## config.mk

```make
export PLATFORM = sky130hd
export DESIGN_NAME = ccr_front
export DESIGN_NICKNAME = d
export VERILOG_FILES = /design/src/clipped_circle_rasterizer_top_macros.svh /design/src/ccr_pkg.sv /design/src/ccr_front.sv
export SDC_FILE = /design/constraint.sdc
export NUM_CORES = 1
export LEC_CHECK = 0
export ABC_AREA = 1
export BUFFER_PORTS_ARGS = -buffer_cell sky130_fd_sc_hd__buf_2
export CAP_MARGIN = 20
export CORE_MARGIN = 5
export CORE_UTILIZATION = 37
export CTS_CLUSTER_DIAMETER = 50
export DETAILED_ROUTE_END_ITERATION = 6
export REMOVE_ABC_BUFFERS = 1
export SLEW_MARGIN = 15
export SYNTH_ARGS = -nofsm -noshare
export SYNTH_HDL_FRONTEND = slang
export SYNTH_SLANG_ARGS = --single-unit
```

## constraint.sdc

```tcl
create_clock -name i_clk -period 7.4 [get_ports i_clk]
set_clock_uncertainty 0.15 [all_clocks]
set_input_delay 0.37 -clock i_clk [delete_from_list [all_inputs] [get_ports i_clk]]
set_output_delay 0.37 -clock i_clk [all_outputs]
set_load 0.005 [all_outputs]
```

## src/clipped_circle_rasterizer_top_macros.svh

```systemverilog
// assertion macros for the circle rasterizer top level
// used by clipped_circle_rasterizer_top only
`ifndef CLIPPED_CIRCLE_RASTERIZER_TOP_MACROS_SVH
`define CLIPPED_CIRCLE_RASTERIZER_TOP_MACROS_SVH
`define CCR_ASSERT_IMPL(lbl, clk, rst_n, ante, cons) \
    lbl: assert property (@(posedge clk) disable iff (!rst_n) (ante) |-> (cons)) \
        else $error("assertion failed");
`define CCR_ASSERT_NEXT(lbl, clk, rst_n, ante, cons) \
    lbl: assert property (@(posedge clk) disable iff (!rst_n) (ante) |=> (cons)) \
        else $error("assertion failed");
`endif

```

## src/ccr_pkg.sv

```systemverilog
// shared types and constants for the circle rasterizer
// no dependencies
package ccr_pkg;
    localparam int MAX_DIM_DEF    = 4096;
    localparam int COORD_BITS_DEF = 16;
    localparam int RAD_BITS       = 15;
    localparam int DIM_BITS       = 13;
    localparam int PIX_BITS       = 12;
    localparam int FRAME_RESET    = 4096;
    localparam logic [1:0] CMD_OUTLINE = 2'd0;
    localparam logic [1:0] CMD_FILLED  = 2'd1;
    localparam logic [1:0] CMD_ADVANCE = 2'd2;
    localparam logic [1:0] CMD_NONE    = 2'd3;
    localparam logic CFG_WIDTH  = 1'b0;
    localparam logic CFG_HEIGHT = 1'b1;
    localparam logic [3:0] JOB_MARK   = 4'd0;
    localparam logic [3:0] JOB_START  = 4'd1;
    localparam logic [3:0] JOB_SINGLE = 4'd2;
endpackage

```

## src/ccr_front.sv

```systemverilog
// front part: takes commands, runs one midpoint iteration, queues raw items
// depends on ccr_pkg
module ccr_front import ccr_pkg::*; #(
    parameter int CW = COORD_BITS_DEF,
    parameter int JW = COORD_BITS_DEF + 2,
    parameter int DB = DIM_BITS
) (
    input  logic                 i_clk,
    input  logic                 i_rst_n,
    input  logic                 i_in_valid,
    output logic                 o_in_ready,
    input  logic [1:0]           i_command,
    input  logic signed [CW-1:0] i_center_x,
    input  logic signed [CW-1:0] i_center_y,
    input  logic [RAD_BITS-1:0]  i_radius,
    input  logic [DB-1:0]        i_width,
    input  logic [DB-1:0]        i_height,
    output logic                 o_job_valid,
    input  logic                 i_job_ready,
    output logic [3:0]           o_job_kind,
    output logic                 o_job_fill,
    output logic                 o_job_done,
    output logic                 o_job_marker,
    output logic signed [JW-1:0] o_cx,
    output logic signed [JW-1:0] o_cy,
    output logic signed [JW-1:0] o_a,
    output logic signed [JW-1:0] o_b
);
    localparam int W = JW;
    // job kinds: marker, start, single pixel,
    // advance: optional pair + body, encoded by flags
    logic r_run, r_fill;
    logic signed [W-1:0] r_cx, r_cy, r_dx, r_dy, r_e;
    logic signed [W-1:0] ix, iy, ir, e1, dy1, e2, dx2;
    logic signed [W-1:0] wlim, hlim;
    logic step_ge;
    logic acc;
    assign o_in_ready = !o_job_valid || i_job_ready;
    assign acc = i_in_valid && o_in_ready;
    assign ix = W'(i_center_x);
    assign iy = W'(i_center_y);
    assign ir = W'({1'b0, i_radius});
    assign wlim = W'({1'b0, i_width});
    assign hlim = W'({1'b0, i_height});
    assign e1 = W'(r_e + 2 * r_dy + 1);
    assign dy1 = r_dy + W'(1);
    assign step_ge = e1 >= 0;
    assign e2 = step_ge ? W'(e1 - 2 * r_dx + 1) : e1;
    assign dx2 = step_ge ? r_dx - W'(1) : r_dx;

    logic outside;
    assign outside = (ix + ir < 0) || (iy + ir < 0) ||
        (ix - ir >= wlim) || (iy - ir >= hlim);

    always_ff @(posedge i_clk) begin
        if (!i_rst_n) begin
            r_run <= 1'b0;
            r_fill <= 1'b0;
            r_cx <= '0; r_cy <= '0; r_dx <= '0; r_dy <= '0; r_e <= '0;
            o_job_valid <= 1'b0;
        end else begin
            if (i_job_ready) o_job_valid <= 1'b0;
            if (acc && i_command != CMD_NONE) begin
                o_job_valid <= 1'b1;
                o_job_done <= 1'b0;
                o_job_marker <= 1'b0;
                o_job_kind <= JOB_MARK;
                if (i_command != CMD_ADVANCE) begin
                    r_run <= 1'b0;
                    o_cx <= ix; o_cy <= iy; o_a <= ir; o_b <= '0;
                    o_job_fill <= i_command[0];
                    if (outside) begin
                        o_job_marker <= 1'b1;
                        o_job_done <= 1'b1;
                    end else if (i_radius == '0) begin
                        o_job_kind <= JOB_SINGLE;
                        o_job_done <= 1'b1;
                    end else begin
                        o_job_kind <= JOB_START;
                        r_run <= 1'b1;
                        r_fill <= i_command[0];
                        r_cx <= ix; r_cy <= iy; r_dx <= ir; r_dy <= '0; r_e <= -ir;
                    end
                end else if (!r_run) begin
                    o_job_marker <= 1'b1;
                    o_job_done <= 1'b1;
                end else begin
                    // kind bits: [3] advance, [2] pair, [1] body full, [0] body diag
                    o_job_kind <= {1'b1, step_ge && r_fill, dx2 > dy1, dx2 == dy1};
                    o_job_fill <= r_fill;
                    o_job_done <= !(dx2 > dy1);
                    o_cx <= r_cx; o_cy <= r_cy; o_a <= dx2; o_b <= dy1;
                    r_dx <= dx2; r_dy <= dy1; r_e <= e2;
                    if (!(dx2 > dy1)) r_run <= 1'b0;
                end
            end
        end
    end
endmodule

```

Word level (Yosys, flattened, before mapping)
Cells that the tools add are included.

operators by class
  add/subtract/negate cells = 11
  $lt $le $gt $ge = 6
  equality and inequality tests = 5
  mux-type cells = 39
  bitwise gates (word level) = 2
  reduce and logical (&&, ||, !) cells = 16

operator list
  operator                 number
  $mux W18                 18
  $add A18 B2 Y18 const B  3
  $add A16 B16 Y17         2
  $ge A17 B14 Y1           2
  $lt A17 B1 Y1 const B    2
  $sub A16 B16 Y17         2
  $add A18 B18 Y18         1
  $eq A18 B18 Y1           1
  $ge A18 B1 Y1 const B    1
  $gt A18 B18 Y1           1
  $neg A15 Y18             1
  $sub A18 B18 Y18         1
  $sub A18 B2 Y18 const B  1
  $mux W1                  16
  $logic_not A15 Y1        1
  $mux W15                 1
  $mux W4                  2
  $ne A2 B2 Y1 const B     4
  $reduce_and A4 Y1        2
  $logic_or A1 B1 Y1       4
  $mux W2                  2
  $reduce_bool A2 Y1       2
  $logic_and A1 B1 Y1      3
  $reduce_and A3 Y1        1
  3 further kinds          5

storage, ports and cells
  flip-flop bits (word level) = 168
  word-level logic and storage cells = 96

Longest topological paths before layout
Gate-level depths: netlist (run 1).

  depth in word-level cells = 8
  gate-level depth with buffers = 28
  depth with buffers taken out = 27

Least setup slack after synthesis (run 1)
OpenSTA, ideal clock, no wires.

  path type = input to register
  from = input port i_command[1]
  to = register o_a[0] (enable)
  arrival time = 5.439 ns
  data required time = 6.669 ns
  slack = 1.229 ns
  stages = 5
  path buffers = 0
  cell sequence = inv_1 o21ai_0 nor2_1 inv_1 nor3_1

on the way
  longest elaborated chain between the ends = 3

RTL lines
  item                                                                        line                              source
  from (decl)                                                                 ccr_front.sv:12                   input logic [1:0] i_command,
  $ne A2 B2 Y1 (on tied branches)                                             ccr_front.sv:68, ccr_front.sv:63
  $reduce_bool A2 Y1 (no line) / $logic_and A1 B1 Y1 (equally long branches)  --
  $reduce_and A3 Y1 (no line) *                                               --
  to (signal assigned)                                                        ccr_front.sv:70                   o_cx <= ix; o_cy <= iy; o_a <= ir; o_b <= '0;
  to (signal assigned)                                                        ccr_front.sv:92                   o_cx <= r_cx; o_cy <= r_cy; o_a <= dx2; o_b <= dy1;
  to (decl)                                                                   ccr_front.sv:26                   output logic signed [JW-1:0] o_a,

Every way passes the cells marked *; elsewhere a longest branch is shown, timed or not.
A chain may end at the register's enable or synchronous reset.

Final worst setup path (run 1)
  from = register r_dy[13]
  to = register o_job_done, data pin

on the way
  longest elaborated chain between the ends = 8

RTL lines
  item                    line             source
  from (decl)             ccr_front.sv:33  logic signed [W-1:0] r_cx, r_cy, r_dx, r_dy, r_e;
  from (signal assigned)  ccr_front.sv:59  r_cx <= '0; r_cy <= '0; r_dx <= '0; r_dy <= '0; r_e <= '0;
  from (signal assigned)  ccr_front.sv:82  r_cx <= ix; r_cy <= iy; r_dx <= ir; r_dy <= '0; r_e <= -ir;
  from (signal assigned)  ccr_front.sv:93  r_dx <= dx2; r_dy <= dy1; r_e <= e2;
  $add A18 B18 Y18        ccr_front.sv:45  assign e1 = W'(r_e + 2 * r_dy + 1);
  $add A18 B2 Y18         ccr_front.sv:45
  $ge A18 B1 Y1           ccr_front.sv:47  assign step_ge = e1 >= 0;
  $mux W18                ccr_front.sv:49  assign dx2 = step_ge ? r_dx - W'(1) : r_dx;
  $gt A18 B18 Y1 *        ccr_front.sv:91  o_job_done <= !(dx2 > dy1);
  $logic_not A1 Y1 *      --
  $mux W1 *               ccr_front.sv:84  end else if (!r_run) begin
  $mux W1 *               ccr_front.sv:68  if (i_command != CMD_ADVANCE) begin
  to (signal assigned)    ccr_front.sv:91
  to (decl)               ccr_front.sv:22  output logic o_job_done,

Marked as above.

==> results.py, run 1 <==
metrics = {
    "global_route": {
        "antenna_found_initial": 3,
        "grt.total_usage_pct": 20.2,
        "grt_overflow": 0,
        "grt_pass1_vias": 11100,
        "grt_max_degree": 70,
        "grt_pass1_wl_um": 62000,
    },
    "synth": {
        "synth_seq_cells": 164,
        "yosysSeqAreaShare_pct": 31.4,
        "yosys_warnings": 0,
        "synth_area_leaders": "edfxtp_1 18%, ha_1 15%, dfxtp_1 14%",
        "syn_inst": 1777,
        "synth.mux.area_fraction_pct": 0,
        "yosys.area_share.adder_pct": 15.7,
        "synth_compound_area_share_pct": 12.3,
        "synth_area_um2": 12800,
        "synth_top_area_share_pct": 17.6,
        "synth_top_area_cell": "edfxtp_1",
        "yosys.area_share.simple_pct": 26.2,
        "synth_top_family_by_area": "simple AND/OR/NAND/NOR gates",
        "synth_area_per_cell_um2": 7.22,
        "ys_types": 47,
        "synth_xor_area_share_pct": 5.73,
    },
    "timing": {
        "worstMarginPinSlew_ps": 964,
        "max-slew-margin-rel_pct": 35.7,
        "min_period_ps": 4570,
        "setup_viol": 0,
        "holdWs_ps": 62.5,
        "fin_ws_ps": 2830,
        "timing.final.crit_share_pct": 61.8,
        "tns_ps": 0,
        "hold_viol": 0,
        "max_freq_mhz": 219,
        "slew_viol_final": 0,
        "rsz0062_at_grt": "no",
    },
    "routing": {
        "wl_met2_um": 17400,
        "wl_met3_um": 1970,
        "drt_pass1_iterations": 5,
        "via_per_inst": 5.09,
        "wl_met1_um": 19500,
        "drc": 0,
        "drt_iter0_drc": 851,
        "num_vias": 12100,
        "wl_per_cell_um": 16.7,
        "wirelength_um": 39600,
        "highest_layer": "met5",
        "postRouteAntennaNets": 0,
    },
    "pwr": {
        "p_leak_nw": 6.96,
        "p_per_area_nw_per_um2": 195,
        "peakVddDrop_mv": 0.179,
        "pwr-share-clk_pct": 32.3,
        "p_sw_mw": 1.02,
        "seqPwrFrac_pct": 35.7,
        "combPwrFrac_pct": 32.0,
        "p_sw_share_pct": 36.0,
        "intPower_mw": 1.82,
    },
    "final_layout": {
        "post-route-util_pct": 42.4,
        "finalInstanceArea_um2": 14600,
        "layout_common_cells": "424 x nand2_1, 203 x inv_1, 190 x nor2_1",
        "drive_gt1_share_pct": 11.6,
        "area_growth_pct": 13.7,
        "final_common_cell": "nand2_1",
        "nets": 2142,
    },
    "floorplan": {
        "core-area_um2": 34400,
        "fp.dieH_um": 196,
        "rows": 68,
        "die_w_um": 196,
        "num_io_pins": 160,
        "dieArea_um2": 38500,
        "initial_utilization_pct": 37.3,
    },
    "worst_setup_path": {
        "endpoint_kind": "flop",
        "crit_fanout": 18,
        "cp.required_ps": 7420,
        "arrival_ps": 4590,
        "startpoint_type": "flop",
        "worst-r2r-setup-slack_ps": 2830,
        "rr_endpoint": "o_job_done",
        "timing.rr.start": "r_dy[13]",
        "crit_type": "reg2reg",
        "reg2regPathDepth": 22,
    },
    "worst_hold_path": {
        "holdPathEnd": "r_fill",
        "hold_depth": 3,
        "hp-class": "in2reg",
        "min_from": "i_command[0]",
    },
    "cts": {
        "cts.sinks": 164,
        "cts_made_buffers": 17,
        "cts_tree": "yes",
        "cts_resized": 0,
        "clkLatencyLatePin_ps": 450,
        "clk_pin_slew_worst_paths_ps": 70,
        "cts_max_path_buffers": 2,
        "cts_setup_buffers": 0,
        "hold_buffers": 0,
        "h-tree-depth": 4,
        "clockRootBuffer": "clkbuf_16",
    },
    "place": {
        "pre_cts_ws_ps": 2450,
        "dpl-instance-area_um2": 14000,
        "place_hpwl_um": 30000,
        "numPortBuffers": 159,
        "routabilityCongestion": 0.953,
    },
    "status": {
        "status": "finished, final reports clean",
    },
    "run": {
        "maxCapViolCount": 0,
    },
}
## power by group through the flow
| stage | Clock [mW] | Combinational, mW | Sequential, mW |
|---|---|---|---|
| floorplan | 0 | 0.622 | 1.03 |
| global placement | 0 | 0.896 | 1.03 |
| detailed placement | 0 | 0.901 | 1.03 |
| CTS | 0.938 | 0.908 | 1.01 |
| global route | 0.978 | 1.03 | 1.02 |
| finish | 0.917 | 0.909 | 1.01 |
## through the flow
stage,cells,power [mW]
detailed placement,2339,1.93
CTS,2371,2.86
global placement,2339,1.93
global route,2372,3.03
finish,2373,2.84
floorplan,1715,1.65
## state kept, by name, summed over array words and instances, names as in the netlist, 16 cells and up
| signal | count |
|---|---|
| o_a | 18 |
| o_b | 18 |
| o_cx | 16 |
| o_cy | 16 |
| r_cx | 16 |
| r_cy | 16 |
| r_dx | 18 |
| r_dy | 18 |
| r_e | 18 |
## how the worst max path moves through the flow
stage / to / slack (ps) / from
floorplan: o_a[0] / -330 / i_command[1]
detailed placement: r_e[14] / 2450 / i_radius[3]
global route: o_job_done / 2280 / r_dy[13]
global placement: r_e[14] / 2560 / i_radius[3]
finish: o_job_done / 2830 / r_dy[13]
CTS: o_job_kind[1] / 2870 / r_dy[13]
## routing by layer
layer	up-vias	track usage (%)
met4	4	5.30
met1	5628	29.1
met5	-	0
li1	6103	-
met3	47	3.49
met2	303	31.2
## worst max-delay path, stage by stage (launching register included)
cell     delay, ps
dfxtp_1        430
ha_1           310
a21oi_1        220
o21ai_0        130
a21oi_2        180
nand3_1        130
nand2_1         70
nand2_1        330
nor2_1         240
xor2_1         340
inv_1           90
ha_1           280
nand2_1        100
o21ai_0         90
a21oi_1        390
o21ai_0        150
nand3_1        100
nand3_1         80
xor2_1         170
nor2_1          90
nand2_1         60
nand2_1         60
nand2_1         70
## Yosys cell counts, drive strengths merged
cell      n
dfxtp    89
nand2   427
o31ai     7
xnor2    15
nand4    19
clkbuf   30
o21ai   107
nand3b    3
and3      2
a21oi   143
o211ai   11
clkinv    2
xor2     69
ha      155
edfxtp   75
nor4     11
fa        4
nor2    194
a31o      1
a21boi    1
a21o      6
nand3   122
nor3     22
and2      1
o21bai   12
inv     207
a211oi    1
or2       4
buf      32
a31oi     5
## kinds of logic (layout without fill, tap and decap cells)
logic type,count (synthesis),in the layout
and+or+nand+nor,805,805
AOI/OAI and AO/OA,294,294
buffers and inverters,271,411
DFF,164,164
adders and majority gates,159,159
xor gates and xnor gates,84,84
other,0,1
## final cells by class
| type | count | area, µm² |
|---|---|---|
| Sequential cell | 164 | 4030 |
| Antenna cell | 1 | 2.50 |
| Clock buffer | 18 | 429 |
| Timing Repair Buffer | 170 | 898 |
| Multi-Input combinational cell | 1342 | 7720 |
| Clock inverter | 14 | 150 |
| Fill cell | 3661 | 19800 |
| Inverter | 209 | 785 |
| Tap cell | 455 | 569 |
(Power assumes the default switching activity.)
==> inputs of run 2 (changes only) <==
==> constraint.sdc (replaced) <==
create_clock -name i_clk -period 4.65 [get_ports i_clk]
set_clock_uncertainty 0.15 [all_clocks]
set_input_delay 0.2325 -clock i_clk [delete_from_list [all_inputs] [get_ports i_clk]]
set_output_delay 0.2325 -clock i_clk [all_outputs]
set_load 0.005 [all_outputs]
==> run 2 against run 1 <==
Final cell count increased by 1.5%. Hold slack got worse by 52 ps. Power increased by 60%. Critical endpoint is now r_fill. Largest cell class unchanged. Highest routed layer unchanged.
==> results.py, run 2 (synthesis gave the netlist of run 1 again) <==
metrics = {
    "status": {
        "status": "finished, final reports clean",
    },
    "worst_hold_path": {
        "hp-class": "in2reg",
    },
    "worst_setup_path": {
        "startpoint_type": "input port",
        "endpoint_kind": "flop",
        "cp.required_ps": 4880,
        "crit_slowest_cell": "dlygate4sd3_1",
        "crit_type": "in2reg",
        "arrival_ps": 4510,
        "max_stage_delay_ps": 530,
        "cp_common_cell": "nand2_1",
        "crit_fanout": 33,
        "critPathBufInv": 7,
        "critPathTopFamily": "simple AND/OR/NAND/NOR gates",
    },
    "global_route": {
        "grt_max_degree": 70,
        "grt_pass1_wl_um": 62100,
        "grt_pass1_vias": 11400,
        "grt_overflow": 0,
        "antenna_found_initial": 1,
        "grt.total_usage_pct": 19.9,
    },
    "pwr": {
        "total_power_mw": 4.53,
        "peakVddDrop_mv": 0.274,
        "p_leak_nw": 7.11,
        "p_per_area_nw_per_um2": 303,
    },
    "final_layout": {
        "area_growth_pct": 16.4,
        "layout_common_cells": "423 x nand2_1, 203 x inv_1, 190 x nor2_1",
        "nets": 2178,
        "diodes": 0,
        "fillers": 3548,
        "drive_gt1_share_pct": 11.8,
        "fin_cells": 2408,
        "final_common_cell": "nand2_1",
        "post-route-util_pct": 43.5,
    },
    "cts": {
        "cts_made_buffers": 17,
        "clkLatencyLatePin_ps": 440,
        "cts.sinks": 164,
        "cts_tree": "yes",
        "clockRootBuffer": "clkbuf_16",
        "h-tree-depth": 4,
        "cts_max_path_buffers": 2,
        "clk_pin_slew_worst_paths_ps": 70,
    },
    "floorplan": {
        "dieArea_um2": 38500,
        "die_w_um": 196,
        "num_io_pins": 160,
        "fp.dieH_um": 196,
        "rows": 68,
        "initial_utilization_pct": 37.3,
        "core-area_um2": 34400,
    },
    "place": {
        "pre_cts_ws_ps": 224,
        "post-place-cells": 2345,
        "place_hpwl_um": 29400,
        "numPortBuffers": 159,
        "routabilityCongestion": 0.918,
    },
    "timing": {
        "timing.final.crit_share_pct": 92.1,
        "worstMarginPinSlew_ps": 957,
        "setup_viol": 0,
        "holdWs_ps": 11.0,
        "rsz0062_at_grt": "no",
        "slew_viol_final": 0,
        "min_period_ps": 4280,
        "max-slew-margin-rel_pct": 36.2,
        "fin_ws_ps": 367,
        "max_freq_mhz": 233,
        "hold_viol": 0,
    },
    "routing": {
        "drc": 0,
        "highest_layer": "met5",
        "wirelength_um": 38900,
        "postRouteAntennaNets": 0,
        "wl_met2_um": 17400,
        "via_per_inst": 5.10,
        "num_vias": 12300,
        "wl_per_cell_um": 16.2,
        "wl_met3_um": 2550,
        "wl_met1_um": 18200,
        "drt_pass1_iterations": 6,
        "drt_iter0_drc": 1171,
    },
    "run": {
        "maxCapViolCount": 0,
    },
}
==> run 2: cell types whose count changed in the layout (fill, tap and decap cells not counted), moves of 2 or more <==
cell,delta
buf_4,+4
clkinv_2,-2
clkinvlp_4,+2
dlygate4sd3_1,+31
inv_6,-2
inv_8,+4
==> run 2: worst min-delay path: stages <==
cell and delay, ps:
buf_2 150, o21ai_0 100, nor2_1 80
==> run 2: worst paths after layout <==
path,startpoint,endpoint,slack (ps),depth (start not counted)
worst min-delay path,i_center_x[9],r_cx[9],10,3
worst min register to register,r_fill,r_fill,320,2
worst max-delay path,i_center_x[0],r_fill,370,27
worst max register to register,r_dy[3],r_e[12],430,20
==> run 2: timing repair <==
item,in CTS,in global routing
setup buffers,0,0
resized for setup,0,2
hold endpoints to repair,51,0
setup endpoints to repair,0,18
hold buffers,31,0
==> run 2: power breakdown <==
part / internal [mW] / switching (mW) / total, mW / leakage (nW)
combinational: 0.534 / 0.923 / 1.46 / 5.40
sequential: 1.58 / 0.0338 / 1.61 / 1.42
clock: 0.765 / 0.701 / 1.47 / 0.283
==> run 2: per-layer routing <==
layer	vias to the layer above	track usage, %
met5	-	0
met3	52	2.80
met4	2	5.25
met1	5646	28.4
li1	6171	-
met2	420	31.7
==> run 2: layout make-up <==
| class | instances | area, µm² | share of cell area [%] |
|---|---|---|---|
| inverter | 209 | 785 | 5.25 |
| sequential | 164 | 4030 | 27.0 |
| clock inverter | 15 | 165 | 1.11 |
| tap | 455 | 569 | 3.81 |
| multi-input combinational | 1342 | 7720 | 51.7 |
| timing repair buffer | 206 | 1240 | 8.32 |
| clock buffer | 17 | 425 | 2.85 |
==> run 2: through the flow <==
step / cell area (µm²) / setup TNS (ps)
after global routing: 14900 / 0
after global placement: 14000 / 0
after CTS: 14900 / 0
after floorplan: 12500 / -372270
final: 14900 / 0
after detailed placement: 14000 / 0
