[src/clipped_circle_rasterizer_top_macros.svh]
// assertion macros for the circle rasterizer top level
// used by clipped_circle_rasterizer_top only
`ifndef CLIPPED_CIRCLE_RASTERIZER_TOP_MACROS_SVH
`define CLIPPED_CIRCLE_RASTERIZER_TOP_MACROS_SVH
`define CCR_ASSERT_IMPL(lbl, clk, rst_n, ante, cons) \
    lbl: assert property (@(posedge clk) disable iff (!rst_n) (ante) |-> (cons)) \
        else $error("assertion failed");
`define CCR_ASSERT_NEXT(lbl, clk, rst_n, ante, cons) \
    lbl: assert property (@(posedge clk) disable iff (!rst_n) (ante) |=> (cons)) \
        else $error("assertion failed");
`endif

[src/ccr_pkg.sv]
// shared types and constants for the circle rasterizer
// no dependencies
package ccr_pkg;
    localparam int MAX_DIM_DEF    = 4096;
    localparam int COORD_BITS_DEF = 16;
    localparam int RAD_BITS       = 15;
    localparam int DIM_BITS       = 13;
    localparam int PIX_BITS       = 12;
    localparam int FRAME_RESET    = 4096;
    localparam logic [1:0] CMD_OUTLINE = 2'd0;
    localparam logic [1:0] CMD_FILLED  = 2'd1;
    localparam logic [1:0] CMD_ADVANCE = 2'd2;
    localparam logic [1:0] CMD_NONE    = 2'd3;
    localparam logic CFG_WIDTH  = 1'b0;
    localparam logic CFG_HEIGHT = 1'b1;
    localparam logic [3:0] JOB_MARK   = 4'd0;
    localparam logic [3:0] JOB_START  = 4'd1;
    localparam logic [3:0] JOB_SINGLE = 4'd2;
endpackage

[src/ccr_back.sv]
// back part: expands one job into clipped pixels or spans, one per cycle while the output is not stalled
// depends on ccr_pkg
module ccr_back import ccr_pkg::*; #(
    parameter int JW = COORD_BITS_DEF + 2,
    parameter int DB = DIM_BITS
) (
    input  logic                 i_clk,
    input  logic                 i_rst_n,
    input  logic                 i_job_valid,
    output logic                 o_job_ready,
    input  logic [3:0]           i_job_kind,
    input  logic                 i_job_fill,
    input  logic                 i_job_done,
    input  logic                 i_job_marker,
    input  logic signed [JW-1:0] i_cx,
    input  logic signed [JW-1:0] i_cy,
    input  logic signed [JW-1:0] i_a,
    input  logic signed [JW-1:0] i_b,
    input  logic [DB-1:0]        i_width,
    input  logic [DB-1:0]        i_height,
    output logic                 o_valid,
    input  logic                 i_ready,
    output logic [PIX_BITS-1:0]  o_pixel_x,
    output logic [PIX_BITS-1:0]  o_pixel_y,
    output logic [DIM_BITS-1:0]  o_span_length,
    output logic                 o_visible,
    output logic                 o_last,
    output logic                 o_done_res
);
    localparam int W = JW + 1;
    logic r_busy;
    logic [3:0] r_kind;
    logic r_fill, r_done, r_marker;
    logic signed [W-1:0] r_cx, r_cy, r_a, r_b;
    logic [3:0] r_idx;
    logic [3:0] cnt;
    logic signed [W-1:0] sx, sy, sl;
    logic signed [W-1:0] wlim, hlim;
    logic [3:0] pos;
    logic emit, lastp;

    assign wlim = W'({1'b0, i_width});
    assign hlim = W'({1'b0, i_height});

    // results per job: fill pair first, then body pixels or spans
    always_comb begin
        cnt = 4'd1;
        unique case (1'b1)
            r_marker: cnt = 4'd1;
            r_kind == JOB_START: cnt = r_fill ? 4'd1 : 4'd4;
            r_kind == JOB_SINGLE: cnt = 4'd1;
            default: begin
                cnt = (r_kind[2] ? 4'd2 : 4'd0) +
                      (r_kind[1] ? (r_fill ? 4'd2 : 4'd8) :
                       r_kind[0] ? (r_fill ? 4'd2 : 4'd4) : 4'd0);
                if (cnt == 4'd0) cnt = 4'd1;
            end
        endcase
    end

    always_comb begin
        sx = '0; sy = '0; sl = W'(1); emit = !r_marker; pos = r_idx;
        if (r_kind == JOB_START) begin
            if (r_fill) begin
                sx = r_cx - r_a; sy = r_cy; sl = W'(2 * r_a + 1);
            end else begin
                unique case (r_idx[1:0])
                    2'd0: begin sx = r_cx; sy = r_cy - r_a; end
                    2'd1: begin sx = r_cx - r_a; sy = r_cy; end
                    2'd2: begin sx = r_cx + r_a; sy = r_cy; end
                    default: begin sx = r_cx; sy = r_cy + r_a; end
                endcase
            end
        end else if (r_kind == JOB_SINGLE) begin
            sx = r_cx; sy = r_cy;
        end else if (r_kind[3]) begin
            if (r_kind[2] && r_idx < 4'd2) begin
                // pair rows sit at the column offset before its decrement
                sx = r_cx - r_b + W'(1); sl = W'(2 * r_b - 1);
                sy = r_idx[0] ? r_cy + r_a + W'(1) : r_cy - r_a - W'(1);
            end else begin
                pos = r_kind[2] ? r_idx - 4'd2 : r_idx;
                if (!r_kind[1] && !r_kind[0]) emit = 1'b0;
                if (r_fill) begin
                    sx = r_cx - r_a; sl = W'(2 * r_a + 1);
                    sy = pos[0] ? r_cy + r_b : r_cy - r_b;
                end else begin
                    unique case (pos[2:0])
                        3'd0: begin sx = r_cx - r_a; sy = r_cy - r_b; end
                        3'd1: begin sx = r_cx + r_a; sy = r_cy - r_b; end
                        3'd2: begin sx = r_cx - r_a; sy = r_cy + r_b; end
                        3'd3: begin sx = r_cx + r_a; sy = r_cy + r_b; end
                        3'd4: begin sx = r_cx - r_b; sy = r_cy - r_a; end
                        3'd5: begin sx = r_cx - r_b; sy = r_cy + r_a; end
                        3'd6: begin sx = r_cx + r_b; sy = r_cy - r_a; end
                        default: begin sx = r_cx + r_b; sy = r_cy + r_a; end
                    endcase
                end
            end
        end
    end

    logic signed [W-1:0] x0, x1;
    logic vis;
    always_comb begin
        x0 = sx < 0 ? '0 : sx;
        x1 = sx + sl;
        if (x1 > wlim) x1 = wlim;
        vis = emit && (sy >= 0) && (sy < hlim) && (x1 > x0);
    end

    logic step;
    assign step = r_busy && (!o_valid || i_ready);
    assign lastp = (r_idx == cnt - 4'd1);
    assign o_job_ready = !r_busy || (step && lastp);

    always_ff @(posedge i_clk) begin
        if (!i_rst_n) begin
            r_busy <= 1'b0;
            o_valid <= 1'b0;
            r_idx <= '0;
        end else begin
            if (i_ready) o_valid <= 1'b0;
            if (step) begin
                o_valid <= 1'b1;
                o_pixel_x <= vis ? PIX_BITS'(x0) : '0;
                o_pixel_y <= vis ? PIX_BITS'(sy) : '0;
                o_span_length <= vis ? DIM_BITS'(x1 - x0) : '0;
                o_visible <= vis;
                o_last <= lastp;
                o_done_res <= lastp && r_done;
                r_idx <= r_idx + 4'd1;
                if (lastp) r_busy <= 1'b0;
            end
            if (i_job_valid && o_job_ready) begin
                r_busy <= 1'b1;
                r_idx <= '0;
                r_kind <= i_job_kind; r_fill <= i_job_fill;
                r_done <= i_job_done; r_marker <= i_job_marker;
                r_cx <= W'(i_cx); r_cy <= W'(i_cy); r_a <= W'(i_a); r_b <= W'(i_b);
            end
        end
    end
endmodule

[config.mk]
export PLATFORM = sky130hd
export DESIGN_NAME = ccr_back
export DESIGN_NICKNAME = d
export VERILOG_FILES = /design/src/clipped_circle_rasterizer_top_macros.svh /design/src/ccr_pkg.sv /design/src/ccr_back.sv
export SDC_FILE = /design/constraint.sdc
export NUM_CORES = 1
export LEC_CHECK = 0
export BUFFER_PORTS_ARGS = -buffer_cell sky130_fd_sc_hd__buf_2
export CORE_MARGIN = 1
export CORE_UTILIZATION = 35
export CTS_CLUSTER_DIAMETER = 120
export DETAILED_ROUTE_END_ITERATION = 10
export GPL_ROUTABILITY_DRIVEN = 0
export HOLD_SLACK_MARGIN = 0.02
export PLACE_DENSITY = 0.47
export SETUP_SLACK_MARGIN = 0.1
export SLEW_MARGIN = 5
export SYNTH_ARGS = -nofsm -noshare
export SYNTH_HDL_FRONTEND = slang
export SYNTH_SLANG_ARGS = --single-unit
export TNS_END_PERCENT = 20
[constraint.sdc]
create_clock -name i_clk -period 24.1 [get_ports i_clk]
set_clock_uncertainty 0.2 [all_clocks]
set_input_delay 4.82 -clock i_clk [delete_from_list [all_inputs] [get_ports i_clk]]
set_output_delay 4.82 -clock i_clk [all_outputs]
set_load 0.01 [all_outputs]
After elaboration in Yosys (flattened, before gate mapping):

Index checks and enable logic that the tools add are counted.

* register bits after elaboration: 125
* logic and storage cells: 132

* add/subtract/negate cells: 19
* magnitude comparators: 6
* equal/unequal tests: 11
* muxes and demuxes: 44
* bitwise operators: 1
* reduce and logical (&&, ||, !) cells: 34

Operator list (number)
* two-way mux 19 bit: 21
* case mux 19 bit (3 select lines): 2
* adder 18 x 18 -> 19 bit: 4
* case mux 19 bit (2 select lines): 2
* subtractor 18 x 18 -> 19 bit: 4
* adder 19 x 2 -> 19 bit (second input constant): 3
* subtractor 19 x 2 -> 19 bit (second input constant): 2
* adder 19 bit: 1
* >= comparator 19 x 1 -> 1 bit (second input constant): 1
* > comparator 19 x 14 -> 1 bit: 1
* > comparator 19 bit: 1
* less-than comparator 19 x 1 -> 1 bit (second input constant): 1
* less-than comparator 19 x 14 -> 1 bit: 1
* OR reduction 2 bit: 9
* subtractor 13 bit: 1
* two-way mux 3 bit: 4
* two-way mux 4 bit: 3
* two-way mux 1 bit: 10
* equality test 3 bit (second input constant): 3
* logical AND 1 bit: 9
* case mux 4 bit (2 select lines): 1
* equality test 3 x 2 -> 1 bit (second input constant): 2
* AND reduction 2 bit: 3
* nonzero test 2 bit: 3
* 18 further kinds: 23

Depth between registers and ports, before layout:

Gate-level depths: netlist of run 1.

* word-level depth: 15
* gate-level depth with buffers: 45

Worst setup path after synthesis of run 1:

No wires, ideal clock.

* path kind: input-to-output
* start point: input i_ready
* end point: output o_job_ready
* arrival time: 5.241 ns
* slack: 13.839 ns
* stages on the path: 2
* path through: nor2b_1 o21ai_0

* cells in the longest elaborated chain, start to end: 4

Ends and longest elaborated chain
* from (decl): line ccr_back.sv:22 `input logic i_ready,`
* logical OR 1 bit: line ccr_back.sv:113 `assign step = r_busy && (!o_valid || i_ready);`
* logical AND 1 bit: line ccr_back.sv:113
* logical AND 1 bit: line ccr_back.sv:115 `assign o_job_ready = !r_busy || (step && lastp);`
* logical OR 1 bit: line ccr_back.sv:115
* to (decl): line ccr_back.sv:10 `output logic o_job_ready,`

No other way between the ends.

Worst setup path after layout of run 1:

* start point: register r_idx[0]
* end point: register o_span_length[3] (data pin)

* cells in the longest elaborated chain, start to end: 15

Ends and longest elaborated chain
* from (decl): line ccr_back.sv:35 `logic [3:0] r_idx;`
* from (signal assigned): line ccr_back.sv:132 `r_idx <= r_idx + 4'd1;`
* subtractor 3 x 2 -> 3 bit: line ccr_back.sv:82 `pos = r_kind[2] ? r_idx - 4'd2 : r_idx;`
* two-way mux 3 bit: line ccr_back.sv:82
* equality test 3 bit, or another cell as far along: line ccr_back.sv:88 `unique case (pos[2:0])`
* OR reduction 2 bit (no source line)
* case mux 19 bit (3 select lines): line ccr_back.sv:88
* two-way mux 19 bit: line ccr_back.sv:84 `if (r_fill) begin`
* two-way mux 19 bit: line ccr_back.sv:77 `if (r_kind[2] && r_idx < 4'd2) begin`
* two-way mux 19 bit: line ccr_back.sv:76 `end else if (r_kind[3]) begin`
* two-way mux 19 bit: line ccr_back.sv:74 `end else if (r_kind == JOB_SINGLE) begin`
* two-way mux 19 bit: line ccr_back.sv:63 `if (r_kind == JOB_START) begin`
* adder 19 bit: line ccr_back.sv:107 `x1 = sx + sl;`
* > comparator 19 x 14 -> 1 bit: line ccr_back.sv:108 `if (x1 > wlim) x1 = wlim;`
* two-way mux 19 bit: line ccr_back.sv:108
* > comparator 19 bit: line ccr_back.sv:109 `vis = emit && (sy >= 0) && (sy < hlim) && (x1 > x0);`
* logical AND 1 bit: line ccr_back.sv:109
* to (signal assigned): line ccr_back.sv:128 `o_span_length <= vis ? DIM_BITS'(x1 - x0) : '0;`
* to (decl): line ccr_back.sv:25 `output logic [DIM_BITS-1:0] o_span_length,`

Several ways; a longest one is shown, not always the timed one.
A chain may end at the register's enable or synchronous reset.

==> flow_summary.json, run 1 <==
{
  "groute.usage.overall_pct": 28.2,
  "yosysSeqAreaShare_pct": 19.3,
  "holdWs_ns": 0.291,
  "slowest_stage": "a2111oi_0",
  "synth-seq-cells": 125,
  "startpoint_type": "flop",
  "dr.pass1.iters": 6,
  "setup.worst_path.end_class": "flop",
  "worstHoldPathType": "flop to flop",
  "holdPathEnd": "o_valid",
  "grt_pass1_vias": 19000,
  "whs_path_depth": 2,
  "cts_tree": "done",
  "fmax_ghz": 0.0899,
  "cts_root_buffer": "clkbuf_16",
  "p_leak_nw": 8.32,
  "htreeDepth": 4,
  "grt.overflow.total": 0,
  "reg2reg_to": "o_span_length[3]",
  "hold_viol_final": 0,
  "slew_headroom_pct": 11.2,
  "drt.antenna.violating_nets": 0,
  "ys_warn_count": 0,
  "yosys-top-cells-count": "ha_1 (216), nor2_1 (211), a21oi_1 (196), nand2_1 (183), o21ai_0 (180)",
  "synth_compound_area_share_pct": 28.2,
  "synth_edf_count": 119,
  "post_drt_wl_per_cell_um": 24.4,
  "required_ns": 24.22,
  "power_mw": 1.12,
  "final_util_pct": 39.1,
  "dieArea_um2": 55600,
  "coreArea_um2": 53900,
  "vias": 20000,
  "slew_violations": 0,
  "syn_inst": 2477,
  "r2r-start": "r_idx[0]",
  "yosysMostFrequentCell": "ha_1",
  "drive_above_1_share_pct": 10.6,
  "synth_top_area_share_pct": 18.7,
  "period_share_pct": 46.2,
  "insertion_delay_ns": 0.52,
  "finalSetupTns_ns": 0,
  "clk_pin_slew_ns": 0.06,
  "ctsHoldBuffers": 0,
  "powerDensity_nw_per_um2": 53.2,
  "die_x_um": 236,
  "synth_area_leaders": "edfxtp_1 (19%), ha_1 (14%), xnor2_1 (7.1%), a21oi_1 (5.1%), o21ai_0 (4.7%)",
  "peakVddDrop_mv": 0.0631,
  "syn-cell-area_um2": 19100,
  "hold_path.startpoint": "r_busy",
  "rows": 85,
  "synth-simple-area-share_pct": 20.9,
  "min_period_ns": 11.13,
  "synthMuxAreaShare_pct": 1.23,
  "post-dp-hpwl_um": 62300,
  "place_ws_ns": 13.03,
  "post-synth-top-area-cell": "edfxtp_1",
  "avgSynthCellArea_um2": 7.73,
  "numCtsBuffers": 17,
  "arrival_ns": 11.25,
  "grt_max_degree": 67,
  "grt_pass1_wl_um": 118000,
  "critPathMaxStageDelay_ns": 0.72,
  "r2r_cells": 40,
  "tightestPinTransition_ns": 1.30,
  "fp.dieH_um": 236,
  "async_flop_share_pct": 0,
  "synth_fp_nets": 2812,
  "synth-main-ff-cell": "edfxtp_1",
  "nets": 2874,
  "critPathMaxFanout": 38,
  "setup_viol": 0,
  "ioPinCount": 151,
  "cts.repair.resized": 0,
  "clock_sinks": 125,
  "first_iter_violations": 2080,
  "r2r_slack_ns": 12.97,
  "diodes": 0,
  "cts_max_path_buffers": 2,
  "wirelength_um": 79400,
  "port_buffers": 150,
  "status": "complete, no violations",
  "synthXorXnorAreaFrac_pct": 9.15,
  "drc_errors": 0,
  "rsz0062_at_grt": "false",
  "path_class": "flop to flop",
  "initial_utilization_pct": 35.5,
  "cts_setup_buffers": 0,
  "antenna_found_initial": 1,
  "setup_slack_ns": 12.97,
  "synthToLayoutAreaGrowth_pct": 10.2,
  "routed_via_density": 6.17,
  "yosys.area_share.adder_pct": 15.2,
  "synthDistinctLibCells": 89,
  "synth_top_family_by_area": "compound AO/OA/AOI/OAI gates",
  "cap_violations": 0
}
-- critical path: cells and delay by family, from the launching register on --
kind	cells	cell delay, ns
compound gates	19	5.03
xor+xnor	1	0.19
fa+ha+maj	4	1.45
buf+inv	6	1.59
flops	1	0.67
simple gates	10	1.76
-- state kept, by name, indices dropped and copies added (netlist names), 4 cells and up --
signal / count
r_a: 18
r_b: 18
r_cx: 18
r_cy: 18
o_span_length: 13
o_pixel_x: 12
o_pixel_y: 12
r_idx: 4
r_kind: 4
-- cell families after synthesis --
group                    Yosys count
flip-flops                       125
buffers and inverters            299
AND/OR/NAND/NOR                  789
XOR/XNOR                         200
AO/OA/AOI/OAI                    815
multiplexers                      23
adder cells (fa/ha/maj)          226
-- per-layer routing --
| metal | part of all wire (%) | track usage [%] | up-vias |
|---|---|---|---|
| met2 | 45 | 44.7 | 968 |
| met3 | 8.3 | 5.90 | 162 |
| met1 | 43 | 36.5 | 9603 |
| met5 | 0 | 0 | - |
| met4 | 4.3 | 12.8 | 0 |
| li1 | - | - | 9294 |
-- final cells by class --
type | instances | area, um^2
clock buffers | 19 | 433
clock inverters | 13 | 178
fillers | 5618 | 32800
inverters | 162 | 608
multi-input cells | 2053 | 14300
flip-flops and latches | 125 | 3690
well taps | 696 | 871
repair buffers | 180 | 976
-- through the flow --
| step | cell area [um^2] | std cells |
|---|---|---|
| 2_1_floorplan | 19100 | 2477 |
| 3_3_place_gp | 20500 | 3216 |
| 3_5_place_dp | 20500 | 3216 |
| 4_1_cts | 21100 | 3248 |
| 5_1_grt | 21100 | 3248 |
| 6_report | 21100 | 3248 |
-- how the worst max path moves through the flow --
stage	from	endpoint	slack, ns	cells after the start
2_1_floorplan	i_ready	o_job_ready	13.84	2
3_3_place_gp	i_width[7]	o_span_length[3]	13.17	26
3_5_place_dp	i_width[7]	o_span_length[3]	13.03	26
4_1_cts	r_a[1]	o_span_length[3]	13.26	44
5_1_grt	r_b[3]	o_span_length[3]	12.28	41
6_report	r_idx[0]	o_span_length[3]	12.97	40
-- where the power goes --
group          total [mW]  internal [mW]  switching [mW]
clock network       0.291          0.165           0.126
registers           0.270          0.251          0.0187
logic               0.561          0.207           0.353
-- layout by cell type (no fill, tap or decap), types with 17 or more instances in the layout --
cell type	n
o21ai_0	180
nor2_1	209
nand2b_1	42
ha_1	216
clkbuf_16	17
nor3b_1	22
nand2_1	183
a211oi_1	43
a21oi_1	196
nand4_1	28
a221oi_1	31
o31ai_1	17
a31oi_1	36
a22oi_1	19
nor3_1	57
nor4_1	17
o211ai_1	37
edfxtp_1	119
and3_1	21
nor3_2	17
inv_1	160
o22ai_1	18
mux2i_1	19
buf_4	30
xnor2_1	153
nand3_1	64
o21bai_1	23
buf_2	150
xor2_1	44
o21a_1	17
nor2b_1	40
a21o_1	44
(Power assumes the default switching activity.)
==> inputs of run 2 (changes only) <==
--- a/config.mk
+++ b/config.mk
@@ -12,7 +12,7 @@
 export DETAILED_ROUTE_END_ITERATION = 10
 export GPL_ROUTABILITY_DRIVEN = 0
 export HOLD_SLACK_MARGIN = 0.02
-export PLACE_DENSITY = 0.47
+export PLACE_DENSITY = 0.49
 export SETUP_SLACK_MARGIN = 0.1
 export SLEW_MARGIN = 5
 export SYNTH_ARGS = -nofsm -noshare
==> constraint.sdc (replaced) <==
create_clock -name i_clk -period 9.9 [get_ports i_clk]
set_clock_uncertainty 0.2 [all_clocks]
set_input_delay 1.98 -clock i_clk [delete_from_list [all_inputs] [get_ports i_clk]]
set_output_delay 1.98 -clock i_clk [all_outputs]
set_load 0.01 [all_outputs]
==> run 2 against run 1 <==
Non-clock buffer count grew 82. Fmax grew 17%. Routed wire length grew 0.30%. First-iteration DRC count is essentially flat. Worst setup slack lost 13 ns. Clock-buffer cell count shrank 1. Die area is the same. Total power grew 140%. Critical endpoint is now o_pixel_x[11]. Largest cell class unchanged.
==> flow_summary.json, run 2 (synthesized netlist as in run 1, its figures left out) <==
{
  "drt.antenna.violating_nets": 0,
  "startpoint_type": "flop",
  "slew_headroom_pct": 6.94,
  "finalSetupTns_ns": 0,
  "slew_violations": 0,
  "initial_utilization_pct": 35.5,
  "port_buffers": 150,
  "clk_pin_slew_ns": 0.07,
  "synthToLayoutAreaGrowth_pct": 14.1,
  "antenna_found_initial": 2,
  "wirelength_um": 79600,
  "powerDensity_nw_per_um2": 125,
  "power_frac_clock_pct": 23.3,
  "critPathMaxStageDelay_ns": 0.43,
  "peakVddDrop_mv": 0.140,
  "groute.usage.overall_pct": 28.0,
  "post_drt_wl_per_cell_um": 23.9,
  "period_share_pct": 95.9,
  "worstHoldPathType": "flop to flop",
  "dieArea_um2": 55600,
  "required_ns": 10.01,
  "hold_viol_final": 0,
  "ioPinCount": 151,
  "critPathMaxFanout": 19,
  "insertion_delay_ns": 0.49,
  "p_comb_share_pct": 53.1,
  "multi_input_area_um2": 14500,
  "cap_violations": 0,
  "fp.dieH_um": 236,
  "crit_buf_inv": 4,
  "drc_errors": 0,
  "dr.pass1.iters": 6,
  "power_mw": 2.72,
  "nFillCells": 5533,
  "slowest_stage": "o41a_1",
  "diodes": 0,
  "first_iter_violations": 2082,
  "gr-usage-met2_pct": 43.9,
  "cts_root_buffer": "clkbuf_16",
  "cpMostUsedCell": "a21oi_1",
  "routed_via_density": 6.11,
  "grt_max_degree": 51,
  "swShare_pct": 44.1,
  "p_leak_nw": 8.74,
  "drive_above_1_share_pct": 14.3,
  "rsz0062_at_grt": "false",
  "tightestPinTransition_ns": 1.36,
  "vias": 20400,
  "use_met1_pct": 35.9,
  "p_int_mw": 1.52,
  "coreArea_um2": 53900,
  "holdWs_ns": 0.301,
  "nets": 2956,
  "power_frac_seq_pct": 23.6,
  "cts_max_path_buffers": 2,
  "critPathTopFamily": "compound AO/OA/AOI/OAI gates",
  "numCtsBuffers": 17,
  "post-dp-hpwl_um": 64200,
  "met3_usage_pct": 5.83,
  "setup.worst_path.end_class": "flop",
  "die_x_um": 236,
  "htreeDepth": 4,
  "status": "complete, no violations",
  "grt.overflow.total": 0,
  "grt.busiest_layer": "met2",
  "path_class": "flop to flop",
  "cts_tree": "done",
  "ctsHoldBuffers": 0,
  "rows": 85,
  "register_area_um2": 3690,
  "clock_sinks": 125,
  "min_period_ns": 9.49,
  "final_common_cell": "ha_1",
  "grt_pass1_vias": 19100,
  "setup_viol": 0,
  "grt_pass1_wl_um": 118000,
  "mostFrequentLayoutCells": "ha_1 (214), nor2_1 (209), a21oi_1 (196)",
  "arrival_ns": 9.60,
  "fmax_ghz": 0.105,
  "power.switching_mw": 1.20
}
-- run 2: changes by cell type in the layout (fill, tap and decap cells not counted), moves of 3 or more --
cell / change
nor4b_1: -3
o21ai_0: -4
nor4b_2: +3
o21ai_1: +4
buf_4: +80
clkinvlp_4: +5
-- run 2: final timing paths --
kind,cells past startpoint,start,end,slack [ns]
max,43,r_cx[0],o_pixel_x[11],0.41
min,2,r_busy,o_valid,0.30
max reg2reg,43,r_cx[0],o_pixel_x[11],0.41
min reg2reg,2,r_busy,o_valid,0.30
-- run 2: per-stage QoR --
step           instance area [um^2]  cells  setup WS [ns]  util, %
5_1_grt                       21800   3330         0.0259     40.5
3_3_place_gp                  21100   3289          0.323     39.0
3_5_place_dp                  21100   3289          0.106     39.0
4_1_cts                       21600   3321          0.105     40.1
2_1_floorplan                 19100   2477          0.928        -
6_report                      21800   3330          0.407     40.5
-- run 2: routing by layer --
| metal | routed length (um) | vias to the layer above |
|---|---|---|
| met2 | 35600 | 980 |
| li1 | - | 9473 |
| met5 | 63 | - |
| met3 | 6400 | 208 |
| met4 | 4110 | 8 |
| met1 | 33500 | 9690 |
-- run 2: final cells by class --
cell class,instances,share of cell area (%)
clock inverter,14,0.613
sequential,125,16.9
clock buffer,18,2.01
timing repair buffer,262,7.42
multi-input combinational,2053,66.3
tap,696,3.99
inverter,162,2.78
-- run 2: power groups by stage --
stage | Sequential (mW) | Clock (mW) | Combinational (mW)
after global placement | 0.653 | 0 | 1.37
after global routing | 0.644 | 0.675 | 1.57
final | 0.642 | 0.635 | 1.45
after floorplan | 0.649 | 0 | 0.959
after detailed placement | 0.653 | 0 | 1.38
after CTS | 0.642 | 0.658 | 1.39
-- run 2: timing repair --
| action | in CTS | in global routing |
|---|---|---|
| pin swaps | 0 | 15 |
| endpoints found under the hold margin | 0 | 0 |
| setup buffers | 0 | 8 |
| resized for setup | 3 | 29 |
| endpoints found under the setup margin | 15 | 38 |
| gates cloned | 0 | 1 |
-- run 2: worst min-delay path: stages (launching register included) --
cell     delay (ns)
dfxtp_1        0.32
nor2_1         0.10
nor2_1         0.04
